===== config.mk =====
export PLATFORM = sky130hd
export DESIGN_NAME = mhpq_ram
export DESIGN_NICKNAME = d
export VERILOG_FILES = /design/src/rtl/max_heap_priority_queue_macros.svh /design/src/rtl/mhpq_ram.sv
export SDC_FILE = /design/constraint.sdc
export NUM_CORES = 2
export LEC_CHECK = 0
export BUFFER_PORTS_ARGS = -buffer_cell sky130_fd_sc_hd__buf_2
export CELL_PAD_IN_SITES_DETAIL_PLACEMENT = 1
export CELL_PAD_IN_SITES_GLOBAL_PLACEMENT = 1
export CORE_MARGIN = 3
export CORE_UTILIZATION = 55
export CTS_CLUSTER_SIZE = 28
export DETAILED_ROUTE_END_ITERATION = 10
export PLACE_DENSITY = 0.85
export SLEW_MARGIN = 5
export SYNTH_ARGS = -nofsm -noshare
export SYNTH_HDL_FRONTEND = slang
export SYNTH_SLANG_ARGS = --single-unit
export TNS_END_PERCENT = 20

===== constraint.sdc =====
create_clock -name clk -period 7.2 [get_ports clk]
set_input_delay 1.44 -clock clk [delete_from_list [all_inputs] [get_ports clk]]
set_output_delay 1.44 -clock clk [all_outputs]
set_load 0.05 [all_outputs]

===== src/rtl/max_heap_priority_queue_macros.svh =====
// Assertion macros for the max-heap priority queue.
`ifndef MAX_HEAP_PRIORITY_QUEUE_MACROS_SVH
`define MAX_HEAP_PRIORITY_QUEUE_MACROS_SVH

`ifndef SYNTHESIS

`define MHPQ_ASSERT_SAME(label, clk, rst_n, ante, cons) \
  label: assert property (@(posedge clk) disable iff (!rst_n) (ante) |-> (cons)) \
    else $error("max_heap_priority_queue: same-cycle check failed");

`define MHPQ_ASSERT_NEXT(label, clk, rst_n, ante, cons) \
  label: assert property (@(posedge clk) disable iff (!rst_n) (ante) |=> (cons)) \
    else $error("max_heap_priority_queue: next-cycle check failed");

`else

`define MHPQ_ASSERT_SAME(label, clk, rst_n, ante, cons)
`define MHPQ_ASSERT_NEXT(label, clk, rst_n, ante, cons)

`endif

`endif


===== src/rtl/mhpq_ram.sv =====
// Generic single-write, single-read RAM with registered read data.
module mhpq_ram #(
  parameter int WIDTH = 32,
  parameter int DEPTH = 128
) (
  input  logic                     clk,
  input  logic                     we,
  input  logic [$clog2(DEPTH)-1:0] waddr,
  input  logic [WIDTH-1:0]         wdata,
  input  logic [$clog2(DEPTH)-1:0] raddr,
  output logic [WIDTH-1:0]         rdata
);

  logic [WIDTH-1:0] mem [DEPTH];

  always_ff @(posedge clk) begin
    if (we) begin
      mem[waddr] <= wdata;
    end
    rdata <= mem[raddr];
  end

endmodule


==> metrics <==
status complete, no violations; Total Wirelength 590000 um; IO Pins 80; Reg clk slew, reported paths 0.07 ns; Avg Vias per Cell 7.94; Routability Congestion 0.868; Int Power 39.2 mW; synthesized instance count 5990; Worst Hold Class input port to flop; Cell Area, Synth 0.156 mm2; switching part of the total 0.248; RSZ-0062 raised after global routing false; Critical Path AT 5.38 ns; Synth-to-Final Area Change 13.0%; critical path class input port to flop; commonest non-fill, non-tap cell in the layout edfxtp_1; Slew @ Worst Pin 1.49 ns; fin crit share 0.656; Final setup viols 0; IR drop worst, VDD 0.273 mV; core footprint 0.283 mm2; sequential cell area fraction in the yosys report 0.791; critical path capture point type flop; critical path data required time 7.85 ns; die width 539 um; PortBufs 79; MaxCap Viol Count 0; NumNets Final 6433; R2R Setup Slk 4.31 ns; Longest Clk Path Bufs 4; Comb power frac 0.059; Final ANT Viol Nets 0; Startpoint Class input port; Fillers 21800; DR pass1 iterations 7; Starting Density 0.553; final non-filler cell total 10600; crit-path cells buf_2 -> nor2b_1 -> nand3_2 -> nor2_4 -> buf_4; mux cell area share after synthesis 0.196; Setup TNS Final 0 ns; post-CTS setup buffers 0; count of state elements after synthesis 4128; # H-tree levels 5; GR Layer Usage met3 0.103; CP startpoint we; static leakage 53.9 nW; Root Driver clkbuf_16; die height 539 um; post_cts resized 0; CTS tree built; Slowest-stage cell, CP nor2_4; Pins Over Slew Limit 0; largest net degree at the start of global routing 113; Die ar. 0.291 mm2; DP HPWL 266000 um; Simple-Gate Fraction of Synth Area 0.00446; crit-path max cell delay 1.45 ns; Post-CTS Hold Fix Bufs 0; adder-cell share of the synthesized area 0; FF-to-FF Start mem[115][28]; Clock power frac 0.429; met1 GRT Util 0.467; Syn Area/Cell 26.1 um2; relative slew slack 0.00497; Wirelength per Cell 55.8 um; placed cells 9730; GRT met2 Usage 0.581; initial antenna violation count 86; clk sink count 4128; vias in the first global route 80600; pre-CTS setup slack 2.08 ns; global-route wire length before repair 739000 um; busiest layer in global routing met2; GRT Util Overall 0.379; commonest non-fill, non-tap cells in the layout 4096 x edfxtp_1, 1344 x mux4_2, 396 x clkbuf_16, 237 x buf_4, 119 x nor2_4; largest family of logic cells by synthesized area multiplexers; switching power 12.9 mW; worst-path fanout max 22; Post-Synth XOR/XNOR Area 0; worst skew pair latency 1.02 ns; Row Count 195; Compound-Gate Fraction of Synth Area 0; Yosys cell types 17; Critical R2R Capture rdata[28]; setup ws final 2.48 ns; Hold Fails Final Rpt 0; critical path endpoint mem[54][22]; worst-case reg-to-reg path depth 4; Starting DRT DRC Count 22200; GR Overflow Total 0; maximum clock rate 212 MHz; Seq pwr share 0.512; Remaining DRCs 0; Num CTS Buffers 396; Final min period 4.72 ns; layout cells sized above 1 0.355; yosys warns 0; DR vias 83900; clk_skew 0.0761 ns; Syn Nets 6038; P per Cell Area 295 mW/mm2
## synthesized netlist by cell type
cell type | instances | area, um2
buf_1 | 50 | 188
buf_2 | 79 | 395
buf_4 | 3 | 22.5
buf_6 | 2 | 22.5
clkbuf_1 | 182 | 683
dfxtp_1 | 32 | 641
edfxtp_1 | 4096 | 123000
mux2_2 | 32 | 360
mux4_2 | 1344 | 30300
nand2_1 | 14 | 52.6
nand2b_1 | 2 | 12.5
nand3_1 | 12 | 60.1
nand4_1 | 3 | 18.8
nor2_1 | 122 | 458
nor2b_1 | 7 | 43.8
nor3_1 | 9 | 45.0
or3_1 | 1 | 6.26
## power groups by stage
stage / clock, mW / combinational [mW] / sequential [mW]
2_1_floorplan: 0 / 1.28 / 27.2
3_3_place_gp: 0 / 2.56 / 27.2
3_5_place_dp: 0 / 2.68 / 27.2
4_1_cts: 21.7 / 2.82 / 26.7
5_1_grt: 23.0 / 3.03 / 26.7
6_report: 22.4 / 3.06 / 26.7
## routing by layer
layer / vias up / wire length, um
met1: 42300 / 163000
li1: 27300 / -
met2: 11500 / 268000
met5: - / 490
met4: 58 / 64200
met3: 2821 / 94300
## worst max-delay path, delay by kind of cell
family	cells	cell delay, ns
AND/OR/NAND/NOR	3	3.14
buffers and inverters	2	0.75
## how the worst min path moves through the flow
stage          slack, ns          from  cells past startpoint           to
2_1_floorplan       1.07    mem[36][0]                      4     rdata[0]
3_3_place_gp        1.11  mem[108][27]                      4    rdata[27]
3_5_place_dp        1.13  mem[124][20]                      4    rdata[20]
4_1_cts             0.84     wdata[21]                      1  mem[79][21]
5_1_grt             0.86     wdata[21]                      1  mem[79][21]
6_report            0.87     wdata[21]                      1  mem[79][21]
## cell families (layout without fill, tap and decap cells)
family,Yosys count,in the layout
buf+inv,316,1035
simple gates,170,170
other cells,0,124
mux,1376,1376
flops,4128,4128
## final cells by class
cell class | instances | area [um2] | share of cell area
antenna | 124 | 310 | 0.00176
clock buffer | 494 | 10300 | 0.0585
clock inverter | 228 | 2650 | 0.0150
multi-input combinational | 1546 | 32300 | 0.183
sequential | 4128 | 124000 | 0.700
timing repair buffer | 313 | 2650 | 0.0150
tap | 3743 | 4680 | 0.0265
## per-stage QoR
| step | hold WS (ns) | util | power (mW) | cell area (um2) |
|---|---|---|---|---|
| floorplan | 1.07 | - | 28.5 | 156000 |
| global placement | 1.11 | 0.578 | 29.7 | 163000 |
| global route | 0.861 | 0.625 | 52.7 | 176000 |
| CTS | 0.839 | 0.624 | 51.2 | 176000 |
| detailed placement | 1.13 | 0.578 | 29.9 | 163000 |
| finish | 0.870 | 0.625 | 52.1 | 177000 |
## flip-flops by register name, summed over array words and instances (netlist names)
name	count
rdata	32
mem	4096
(Power assumes the default switching activity.)
